[config.mk]
export PLATFORM = sky130hd
export DESIGN_NAME = pdc_sqrt_cell
export DESIGN_NICKNAME = d
export VERILOG_FILES = /design/src/design/pdc_pkg.sv /design/src/design/pdc_sqrt_cell.sv
export SDC_FILE = /design/constraint.sdc
export NUM_CORES = 1
export LEC_CHECK = 0
export ABC_AREA = 1
export BUFFER_PORTS_ARGS = -buffer_cell sky130_fd_sc_hd__buf_2
export CAP_MARGIN = 10
export CORE_ASPECT_RATIO = 1.2
export CORE_MARGIN = 2
export CORE_UTILIZATION = 45
export CTS_CLUSTER_DIAMETER = 40
export CTS_CLUSTER_SIZE = 20
export DETAILED_ROUTE_END_ITERATION = 12
export PLACE_DENSITY = 0.77
export SETUP_SLACK_MARGIN = 0.02
export SLEW_MARGIN = 10
export SYNTH_ARGS = -nofsm -noshare
export SYNTH_HDL_FRONTEND = slang
export SYNTH_SLANG_ARGS = --single-unit
[constraint.sdc]
create_clock -name clk -period 1.9 [get_ports clk]
set_clock_uncertainty 0.1 [all_clocks]
set_input_delay 0.285 -clock clk [delete_from_list [all_inputs] [get_ports clk]]
set_output_delay 0.285 -clock clk [all_outputs]
set_load 0.05 [all_outputs]
[src/design/pdc_pkg.sv]
`timescale 1ns / 1ps
// Shared constants for the circle pair contact block.
// No dependencies; used by every module of the block.
package pdc_pkg;

	// Default width of a signed centre coordinate.
	localparam int POSITION_BITS = 24;
	// Default number of fraction bits of a unit normal component.
	localparam int NORMAL_FRACTION_BITS = 14;
	// Width of one unsigned radius.
	localparam int RADIUS_BITS = 20;
	// Width of a square root whose square is at most the squared radius sum.
	localparam int ROOT_BITS = RADIUS_BITS + 1;

endpackage

[src/design/pdc_sqrt_cell.sv]
`timescale 1ns / 1ps
// Square root chain cell: one root bit per cycle while en is high.
// Depends on pdc_pkg for the default root width.
module pdc_sqrt_cell #(
	parameter int ROOT_W = pdc_pkg::ROOT_BITS
) (
	input  logic                  clk,
	input  logic                  en,
	input  logic [ROOT_W+1:0]     rem_in,
	input  logic [ROOT_W-1:0]     root_in,
	input  logic [2*ROOT_W-1:0]   rad_in,
	output logic [ROOT_W+1:0]     rem_out,
	output logic [ROOT_W-1:0]     root_out,
	output logic [2*ROOT_W-1:0]   rad_out
);

	logic [ROOT_W+1:0]   rem_t;
	logic [ROOT_W+1:0]   trial;
	logic                ge;
	logic [ROOT_W+1:0]   rem_q;
	logic [ROOT_W-1:0]   root_q;
	logic [2*ROOT_W-1:0] rad_q;

	// Bring down the next two radicand bits and try the next root bit.
	assign rem_t = {rem_in[ROOT_W-1:0], rad_in[2*ROOT_W-1 -: 2]};
	assign trial = {root_in, 2'b01};
	assign ge    = (rem_t >= trial);

	always_ff @(posedge clk) begin
		if (en) begin
			rem_q  <= ge ? (rem_t - trial) : rem_t;
			root_q <= {root_in[ROOT_W-2:0], ge};
			rad_q  <= {rad_in[2*ROOT_W-3:0], 2'b00};
		end
	end

	assign rem_out  = rem_q;
	assign root_out = root_q;
	assign rad_out  = rad_q;

endmodule

==> run summary <==
Status: completed
CP endpoint kind: flip-flop
# port buffers: 169
WL/cell: 14.5 µm
Setup WS pre-CTS: -0.470 ns
Synth Warn #: 0
Hpwl dp: 10.7 mm
H-tree depth: 3
DRC Markers: 0
Core region area: 10400 µm²
Via count: 4392
Max Slew Vio Count: 0
Leakage: 3.55 nW
Startpoint Class: input pin
CTS Root Cell: clkbuf_16
Overall Power: 6.26 mW
Post-synth ARST share: 0%
Most area-hungry cell type in the Yosys netlist: edfxtp_1
Ports: 174
WL final: 13.4 mm
WP data required: 1.89 ns
Number of synthesized flops with an enable pin: 84
Cell Area, Synth: 4760 µm²
Initial antenna violation count: 0
Share of cells above drive strength 1: 41.7%
Global route hottest layer: met2
Starting DRT DRC Count: 202
Wire length of the first global-routing pass: 20.8 mm
Global routing usage on met2: 41.7%
Internal Pwr Total: 4.19 mW
Total CTS buffers: 9
Largest net degree at the start of global routing: 33
Clock Power Share: 31.9%
Clock Tree Buf Depth: 2
Max Fclk: 551 MHz
CTS sink count: 84
Top_reg_cell synth: edfxtp_1
Post-Layout Cell Count: 922
Met3 usage in global routing: 6.94%
Nets: 900
Die H: 117 µm
Critical path data arrival time: 1.81 ns
Tot GR Track Use: 23.4%
Placement Rows: 41
Worst Setup Path Type: input pin to flip-flop
Area Growth Syn to Fin: 45.8%
Combinational share of power: 31.5%
Met1 Use GR: 26.3%
Avg Synthesized Cell Area: 8.90 µm²
Sequential group share of total power: 36.6%
Post-layout min period: 1.81 ns
Switching power: 2.07 mW
CTS tree: done
Ranking of synthesized cells by area: edfxtp_1 53%, nand2_1 14%, inv_1 8.7%
Via density: 4.76
FF+latch count, synth: 84
Worst vdd rail ir drop: 0.000444 V
Post-route ant nets: 0
Post-route worst setup slack: 0.0858 ns
Worst min-delay path category: input pin to flip-flop
Final Setup Violations: 0
Clock slew at reported path FFs: 0.07 ns
# diodes: 0
RSZ-0062 raised after global routing: true
Mapped Cells: 535
Die Area: 11400 µm²
Sequential element share of the synthesized area: 53.0%
CP max FO: 8
PwrDens: 902 nW/µm²
Global route overflow: 0
GP Congestion: 0.865
Sw frac: 33.1%
Initial Util: 45.7%
Max Cap Viol: 0
Yosys cell types: 25
First-pass DRT Iterations: 4
Number of global-route vias before repair: 4411
Placed instance count: 906
Fill count: 880
Chip width: 97.9 µm
Hold Fails Final Rpt: 0
Post-synth top area share: 53.0%
Final period utilization: 95.5%
-- final timing paths --
kind                          end        from  slack, ns  cells after the start
worst max-delay path  rem_out[22]  root_in[9]       0.09                     13
worst min-delay path  rad_out[41]  rad_in[39]       0.02                      1
-- kinds of logic (layout without fill, tap and decap cells) --
group                    Yosys count  after routing  share of synthesized area (%)
flip-flops                        84             84                           53.0
buffers and inverters            118            375                           10.4
XOR/XNOR                           9              9                           1.65
AND/OR/NAND/NOR                  279            279                           26.0
adder cells (fa/ha/maj)           23             23                           6.04
other                              1              2                         0.0787
AO/OA/AOI/OAI                     21             21                           2.84
-- state kept, by name (all words and copies together), names as in the netlist --
| name | count |
|---|---|
| rad_out | 40 |
| rem_out | 23 |
| root_out | 21 |
-- power groups by stage --
stage,Sequential (mW),Clock [mW],Combinational (mW)
floorplan,2.97,0,0.604
global placement,2.33,0,1.87
detailed placement,2.34,0,1.89
CTS,2.30,2.03,1.90
global route,2.31,2.10,2.12
finish,2.30,2.00,1.97
-- area by class of cell --
| class | count | area [µm²] | area share, % |
|---|---|---|---|
| Timing Repair Buffer | 249 | 1520 | 21.8 |
| Clock buffer | 9 | 225 | 3.24 |
| Sequential cell | 84 | 2520 | 36.3 |
| Clock inverter | 6 | 113 | 1.62 |
| Inverter | 111 | 417 | 6.00 |
| Tap cell | 129 | 161 | 2.32 |
| Multi-Input combinational cell | 334 | 1990 | 28.7 |
-- worst max-delay path, cell delays in order --
cell and delay, ns:
buf_2 0.11, inv_1 0.14, ha_4 0.23, nand2_2 0.09, nor2_4 0.04, buf_4 0.13
nand2_1 0.08, nor2_1 0.05, nand2_1 0.12, nand4_4 0.16, buf_6 0.18, nand3_1 0.12
nand2_1 0.07
-- routing by layer --
metal  part of all wire, %  up-vias
li1                      -     2206
met1                    40     1978
met2                    49      175
met3                   7.5       33
met4                   3.2        0
met5                     0        -
-- Yosys cell counts, types with 2 or more instances --
master,count
ha_1,23
xor2_1,8
inv_1,110
buf_4,3
nor2_1,25
buf_6,2
nor2_4,2
nor2_2,3
nand3_2,5
o21ai_2,8
edfxtp_1,84
nor3_1,4
nand3b_1,5
a21oi_1,13
nand2_2,11
nand3_1,43
nand2_1,174
nand4_1,5
-- per-stage QoR --
stage	setup TNS (ns)	hold WS (ns)	util [%]	area, µm²
final	0	0.0212	66.7	6950
after global placement	-8.84	0.361	61.5	6410
after detailed placement	-9.05	0.364	61.5	6410
after CTS	0	0.0101	64.9	6760
after global routing	0	0.00760	66.7	6950
after floorplan	0	0.284	-	4830
-- cell usage in the layout, fill, tap and decap left out, types with 2 or more instances in the layout --
cell | netlist | final
nand4_1 | 5 | 5
a21oi_1 | 13 | 9
nor3_1 | 4 | 3
nor2_4 | 2 | 5
nor2_2 | 3 | 11
ha_4 | 0 | 13
buf_12 | 1 | 5
a21oi_2 | 0 | 4
bufinv_16 | 0 | 3
o21ai_2 | 8 | 8
xor2_1 | 8 | 8
conb_1 | 1 | 2
buf_4 | 3 | 75
nand2_2 | 11 | 17
clkbuf_16 | 0 | 9
nor2_1 | 25 | 14
nand2_1 | 174 | 168
edfxtp_1 | 84 | 84
inv_1 | 110 | 110
ha_1 | 23 | 10
nand3_2 | 5 | 6
nand3b_1 | 5 | 5
nand3_1 | 43 | 42
buf_2 | 0 | 168
-- timing repair --
item,CTS,global route
hold buffers,0,0
pin swaps,0,3
resized for setup,3,31
endpoints found under the setup margin,15,24
setup buffers,0,1
Note: power is estimated with default switching activity, not from simulation.
