$ cat config.mk
export PLATFORM = sky130hd
export DESIGN_NAME = pdc_div_chain
export DESIGN_NICKNAME = d
export VERILOG_FILES = /design/src/design/pdc_pkg.sv /design/src/design/pdc_div_cell.sv /design/src/design/pdc_div_chain.sv
export SDC_FILE = /design/constraint.sdc
export NUM_CORES = 2
export LEC_CHECK = 0
export ABC_AREA = 1
export ABC_CLOCK_PERIOD_IN_PS = 2550
export BUFFER_PORTS_ARGS = -buffer_cell sky130_fd_sc_hd__buf_2
export CAP_MARGIN = 5
export CORE_MARGIN = 2
export CORE_UTILIZATION = 28
export CTS_CLUSTER_SIZE = 16
export DETAILED_ROUTE_END_ITERATION = 16
export PLACE_DENSITY = 0.5
export SLEW_MARGIN = 0
export SYNTH_ARGS = -nofsm -noshare
export SYNTH_HDL_FRONTEND = slang
export SYNTH_SLANG_ARGS = --single-unit
$ cat constraint.sdc
create_clock -name clk -period 2.55 [get_ports clk]
set_clock_uncertainty 0.05 [all_clocks]
set_input_delay 0.1275 -clock clk [delete_from_list [all_inputs] [get_ports clk]]
set_output_delay 0.1275 -clock clk [all_outputs]
set_load 0.03 [all_outputs]
$ cat src/design/pdc_pkg.sv
`timescale 1ns / 1ps
// Shared constants for the circle pair contact block.
// No dependencies; used by every module of the block.
package pdc_pkg;

	// Default width of a signed centre coordinate.
	localparam int POSITION_BITS = 24;
	// Default number of fraction bits of a unit normal component.
	localparam int NORMAL_FRACTION_BITS = 14;
	// Width of one unsigned radius.
	localparam int RADIUS_BITS = 20;
	// Width of a square root whose square is at most the squared radius sum.
	localparam int ROOT_BITS = RADIUS_BITS + 1;

endpackage

$ cat src/design/pdc_div_cell.sv
`timescale 1ns / 1ps
// Restoring divider chain cell: one quotient bit per cycle while en is high.
// Depends on pdc_pkg for default widths.
module pdc_div_cell #(
	parameter int DEN_W = pdc_pkg::ROOT_BITS + 1,
	parameter int QUO_W = pdc_pkg::ROOT_BITS + 1
) (
	input  logic             clk,
	input  logic             en,
	input  logic [DEN_W-1:0] den_in,
	input  logic [DEN_W-1:0] rem_in,
	input  logic [QUO_W-1:0] num_in,
	input  logic [QUO_W-1:0] quo_in,
	output logic [DEN_W-1:0] den_out,
	output logic [DEN_W-1:0] rem_out,
	output logic [QUO_W-1:0] num_out,
	output logic [QUO_W-1:0] quo_out
);

	logic [DEN_W:0]   rem_t;
	logic [DEN_W:0]   diff;
	logic             ge;
	logic [DEN_W-1:0] den_q;
	logic [DEN_W-1:0] rem_q;
	logic [QUO_W-1:0] num_q;
	logic [QUO_W-1:0] quo_q;

	assign rem_t = {rem_in, num_in[QUO_W-1]};
	assign diff  = rem_t - {1'b0, den_in};
	assign ge    = (rem_t >= {1'b0, den_in});

	always_ff @(posedge clk) begin
		if (en) begin
			den_q <= den_in;
			rem_q <= ge ? diff[DEN_W-1:0] : rem_t[DEN_W-1:0];
			num_q <= {num_in[QUO_W-2:0], 1'b0};
			quo_q <= {quo_in[QUO_W-2:0], ge};
		end
	end

	assign den_out = den_q;
	assign rem_out = rem_q;
	assign num_out = num_q;
	assign quo_out = quo_q;

endmodule

$ cat src/design/pdc_div_chain.sv
`timescale 1ns / 1ps
// Pipelined unsigned divider built from a row of pdc_div_cell stages.
// Depends on pdc_pkg and pdc_div_cell.
module pdc_div_chain #(
	parameter int DEN_W = pdc_pkg::ROOT_BITS + 1,
	parameter int QUO_W = pdc_pkg::ROOT_BITS + 1
) (
	input  logic                   clk,
	input  logic                   en,
	input  logic [DEN_W-1:0]       den,
	input  logic [DEN_W+QUO_W-1:0] num,
	output logic [QUO_W-1:0]       quo
);

	logic [DEN_W-1:0] den_w [QUO_W+1];
	logic [DEN_W-1:0] rem_w [QUO_W+1];
	logic [QUO_W-1:0] num_w [QUO_W+1];
	logic [QUO_W-1:0] quo_w [QUO_W+1];

	// The top part of the numerator is already below the divisor whenever the
	// quotient fits in QUO_W bits, so it seeds the partial remainder.
	assign den_w[0] = den;
	assign rem_w[0] = num[DEN_W+QUO_W-1 -: DEN_W];
	assign num_w[0] = num[QUO_W-1:0];
	assign quo_w[0] = '0;

	for (genvar i = 0; i < QUO_W; i++) begin : g_cell
		pdc_div_cell #(
			.DEN_W(DEN_W),
			.QUO_W(QUO_W)
		) u_cell (
			.clk     (clk),
			.en      (en),
			.den_in  (den_w[i]),
			.rem_in  (rem_w[i]),
			.num_in  (num_w[i]),
			.quo_in  (quo_w[i]),
			.den_out (den_w[i+1]),
			.rem_out (rem_w[i+1]),
			.num_out (num_w[i+1]),
			.quo_out (quo_w[i+1])
		);
	end

	assign quo = quo_w[QUO_W];

endmodule

==> impl_metrics.prom <==
# TYPE chip_impl_metric gauge
chip_impl_metric{name="synth-seq-cells",unit=""} 1408
chip_impl_info{name="yosys.area.top_type",value="sky130_fd_sc_hd__edfxtp_1"} 1
chip_impl_info{name="hold_end",value="g_cell[0].u_cell.num_out[1]"} 1
chip_impl_info{name="setup_repair_after_global_routing_missed_its_margin",value="true"} 1
chip_impl_info{name="worst_setup_path_end_kind",value="register"} 1
chip_impl_metric{name="postRouteAntennaNets",unit=""} 0
chip_impl_metric{name="post-dp-hpwl",unit="um"} 192000
chip_impl_metric{name="finalSetupTns",unit="ns"} 0
chip_impl_metric{name="clock_sink_count",unit=""} 1408
chip_impl_metric{name="seqPwrFrac",unit=""} 0.310
chip_impl_metric{name="relative_max_transition_margin",unit=""} 0.517
chip_impl_info{name="worst_r2r_startpoint",value="g_cell[5].u_cell.den_out[3]"} 1
chip_impl_metric{name="mappedNetlistNets",unit=""} 10713
chip_impl_metric{name="power.net_switching",unit="mW"} 49.1
chip_impl_metric{name="vdd_drop_max",unit="uV"} 559
chip_impl_metric{name="cts_made_buffers",unit=""} 176
chip_impl_metric{name="vias",unit=""} 65436
chip_impl_info{name="critical_path_cell_sequence",value="inv_1 > ha_1 > nand2_1 > nor2_2 > nand3_1 > nand2_1 > nand3_2 > nand2_1 > nand2_1 > buf_12 > nand3_1 > nand2_1"} 1
chip_impl_metric{name="critical_path_required",unit="ns"} 3.00
chip_impl_info{name="largest_family_of_logic_cells_by_synthesized_area",value="simple AND/OR/NAND/NOR gates"} 1
chip_impl_metric{name="syn_avg_cell_area",unit="um^2"} 8.38
chip_impl_metric{name="fp.dieArea",unit="um^2"} 308000
chip_impl_metric{name="layout-drive-gt1-share",unit=""} 0.102
chip_impl_metric{name="finish.net_count",unit=""} 11505
chip_impl_metric{name="effective_utilization_at_floorplan",unit=""} 0.281
chip_impl_metric{name="worst_setup_slack_after_layout",unit="ns"} 0.0829
chip_impl_metric{name="synth.mux.area_fraction",unit=""} 0
chip_impl_metric{name="grt_usage",unit=""} 0.154
chip_impl_metric{name="clk_pin_slew",unit="ns"} 0.06
chip_impl_metric{name="netSwitchingFraction",unit=""} 0.419
chip_impl_metric{name="finalCoreUtilization",unit=""} 0.334
chip_impl_metric{name="route.detailed.vias_per_inst",unit=""} 4.35
chip_impl_metric{name="report.power.total",unit="mW"} 117
chip_impl_info{name="critPathTopFamily",value="simple AND/OR/NAND/NOR gates"} 1
chip_impl_metric{name="buffer_ports.inserted",unit=""} 89
chip_impl_metric{name="share_comb_of_total_power",unit=""} 0.475
chip_impl_metric{name="drt-pass1-iter-count",unit=""} 7
chip_impl_metric{name="min_period_over_period",unit=""} 0.967
chip_impl_metric{name="synth_compound_gate_area_share",unit=""} 0.0364
chip_impl_metric{name="timing.final.hold_violations",unit=""} 0
chip_impl_metric{name="grt_first_pass_wirelength",unit="um"} 370000
chip_impl_metric{name="largest_net_degree_at_the_start_of_global_routing",unit=""} 82
chip_impl_metric{name="h_tree_levels",unit=""} 4
chip_impl_metric{name="io_pins",unit=""} 90
chip_impl_metric{name="yosys_warnings",unit=""} 0
chip_impl_metric{name="worst-path-max-fanout",unit=""} 21
chip_impl_metric{name="crit_buf_inv",unit=""} 2
chip_impl_info{name="hold_path.class",value="in2reg"} 1
chip_impl_metric{name="synth.distinct_cells",unit=""} 39
chip_impl_metric{name="drt-wirelength-per-cell",unit="um"} 16.1
chip_impl_metric{name="finalCriticalPeriod",unit="ns"} 2.47
chip_impl_metric{name="power_per_cell_area",unit="nW/um^2"} 1160
chip_impl_metric{name="dieWidth",unit="um"} 555
chip_impl_metric{name="grt_antenna_before_repair",unit=""} 7
chip_impl_info{name="clockRootBuffer",value="sky130_fd_sc_hd__clkbuf_16"} 1
chip_impl_metric{name="cpPeakStageDelay",unit="ns"} 0.39
chip_impl_metric{name="synthCells",unit=""} 10140
chip_impl_metric{name="coreArea",unit="um^2"} 303000
chip_impl_metric{name="clkPwrFrac",unit=""} 0.214
chip_impl_metric{name="die_h",unit="um"} 555
chip_impl_metric{name="synth-xor-area-share",unit=""} 0.0195
chip_impl_metric{name="reg2reg_setup_slack",unit="ns"} 0.08
chip_impl_metric{name="logic_depth_of_the_worst_register_to_register_path",unit=""} 12
chip_impl_info{name="worst_r2r_endpoint",value="g_cell[6].u_cell.rem_out[9]"} 1
chip_impl_metric{name="clk_latency",unit="ns"} 0.88
chip_impl_metric{name="post-synth-top-area-fraction",unit=""} 0.498
chip_impl_metric{name="final_setup_violation_count",unit=""} 0
chip_impl_info{name="min-delay-start",value="num[0]"} 1
chip_impl_metric{name="post_synth_fa_ha_maj_area_fraction",unit=""} 0.0762
chip_impl_info{name="status",value="complete, no violations"} 1
chip_impl_metric{name="fmax",unit="GHz"} 0.405
chip_impl_metric{name="tightestPinTransition",unit="ns"} 0.724
chip_impl_metric{name="cts_buffer_depth",unit=""} 4
chip_impl_metric{name="report.final.slew_viol_count",unit=""} 0
chip_impl_metric{name="globalplace.congestion",unit=""} 0.910
chip_impl_metric{name="leakage",unit="nW"} 48.4
chip_impl_metric{name="rows",unit=""} 202
chip_impl_info{name="worst-setup-path-type",value="reg2reg"} 1
chip_impl_info{name="final_cell_mix",value="3483 x sky130_fd_sc_hd__nand2_1, 2009 x sky130_fd_sc_hd__inv_1, 1408 x sky130_fd_sc_hd__edfxtp_1"} 1
chip_impl_metric{name="critPathArrivalTime",unit="ns"} 2.92
chip_impl_metric{name="global_route.overflow_total",unit=""} 0
chip_impl_metric{name="post_synth_instance_area",unit="um^2"} 85000
chip_impl_metric{name="synthToLayoutAreaGrowth",unit="%"} 18.9
chip_impl_metric{name="internal_power",unit="mW"} 68.1
chip_impl_metric{name="dr_iter_0_viols",unit=""} 4741
chip_impl_metric{name="synth.yosys.seq_area_share",unit=""} 0.498
chip_impl_metric{name="grt_pass1_vias",unit=""} 62986
chip_impl_info{name="startpoint_type",value="register"} 1
chip_impl_metric{name="post_synth_and_or_nand_nor_area_fraction",unit=""} 0.270
chip_impl_info{name="cpMaxStageDelayCell",value="sky130_fd_sc_hd__edfxtp_1"} 1
chip_impl_metric{name="min_delay_path_depth",unit=""} 2
chip_impl_info{name="final_common_cell",value="sky130_fd_sc_hd__nand2_1"} 1
chip_impl_metric{name="post-route-drc-count",unit=""} 0
chip_impl_metric{name="maxCapViolCount",unit=""} 0
chip_impl_info{name="most_used_cell_along_the_critical_path",value="sky130_fd_sc_hd__nand2_1"} 1
chip_impl_info{name="tritoncts",value="yes"} 1
chip_impl_metric{name="dpl_worst_slack",unit="ns"} -0.0817
chip_impl_metric{name="drt_wl_total",unit="um"} 242000
chip_impl_info{name="synth.area.top_cells",value="sky130_fd_sc_hd__edfxtp_1 50%, sky130_fd_sc_hd__nand2_1 15%, sky130_fd_sc_hd__inv_1 8.9%"} 1
==> synthesized netlist by cell type (all sizes together) <==
library cell     n
xor2           188
nor4             2
o21bai          42
nor3            85
and2            29
a21oi          272
nand4           93
fa              21
nand3          909
nor2           604
nand3b         115
buf             97
xnor2            1
inv           2010
o31a             2
nand2         3537
edfxtp        1408
a21boi           8
or2             17
a21o             1
ha             484
and3             1
o21ai          202
o21a            12
==> flip-flops by register name (all words and copies together) (netlist names) <==
| signal | cells |
|---|---|
| g_cell.u_cell.rem_out | 462 |
| g_cell.u_cell.num_out | 231 |
| g_cell.u_cell.quo_out | 253 |
| g_cell.u_cell.den_out | 462 |
==> power by group through the flow <==
stage          logic [mW]  registers [mW]  clock network [mW]
3_5_place_dp         55.1            37.0                   0
5_1_grt              63.3            36.9                27.0
3_3_place_gp         55.0            37.0                   0
2_1_floorplan        38.3            34.9                   0
4_1_cts              55.6            36.6                26.2
6_report             55.7            36.4                25.1
==> stage by stage <==
stage                     std cells  hold WS (ns)  instance area (um^2)
after detailed placement      14599         0.256                 93800
after global placement        14599         0.253                 93800
after CTS                     15028       0.00877                101000
after floorplan               10140         0.176                 85000
final                         15046        0.0680                101000
after global routing          15046        0.0358                101000
==> cell families (layout without fill, tap and decap cells) <==
| kind of cell | after synthesis | in the layout |
|---|---|---|
| flip-flops | 1408 | 1408 |
| AO/OA/AOI/OAI | 539 | 539 |
| adder cells (fa/ha/maj) | 505 | 505 |
| XOR/XNOR | 189 | 189 |
| buffers and inverters | 2107 | 3033 |
| AND/OR/NAND/NOR | 5392 | 5393 |
| other | 0 | 1 |
==> per-layer routing <==
metal | GRT usage | vias to the layer above | share of wire
li1 | - | 34110 | -
met5 | 0 | - | 0.000045
met4 | 0.0475 | 2 | 0.030
met1 | 0.208 | 29683 | 0.46
met2 | 0.256 | 1294 | 0.46
met3 | 0.0193 | 347 | 0.044
==> worst max path at each step <==
stage | start | end | cells after the start
floorplan | g_cell[10].u_cell.num_out[21] | g_cell[11].u_cell.rem_out[16] | 12
global placement | g_cell[6].u_cell.den_out[20] | g_cell[7].u_cell.rem_out[18] | 11
detailed placement | g_cell[2].u_cell.den_out[17] | g_cell[3].u_cell.rem_out[7] | 10
CTS | g_cell[8].u_cell.den_out[17] | g_cell[9].u_cell.rem_out[0] | 9
global route | g_cell[13].u_cell.den_out[12] | g_cell[14].u_cell.rem_out[16] | 11
finish | g_cell[5].u_cell.den_out[3] | g_cell[6].u_cell.rem_out[9] | 12
==> final cells by class <==
class	instances	area (um^2)
diodes	1	2.50
multi-input cells	6626	34400
clock inverters	108	1220
well taps	3978	4980
fillers	31647	201000
inverters	2010	7540
repair buffers	710	6100
flip-flops and latches	1408	42300
clock buffers	205	4530
==> repair_timing <==
item                       4_1_cts  5_1_grt
setup buffers                    1       16
hold endpoints to repair       699        0
pin swaps                        0        3
gates resized for setup          5       55
setup endpoints to repair       19      151
hold buffers                   115        0
cloned                           0        1
Power figures use the tool's default switching activity.
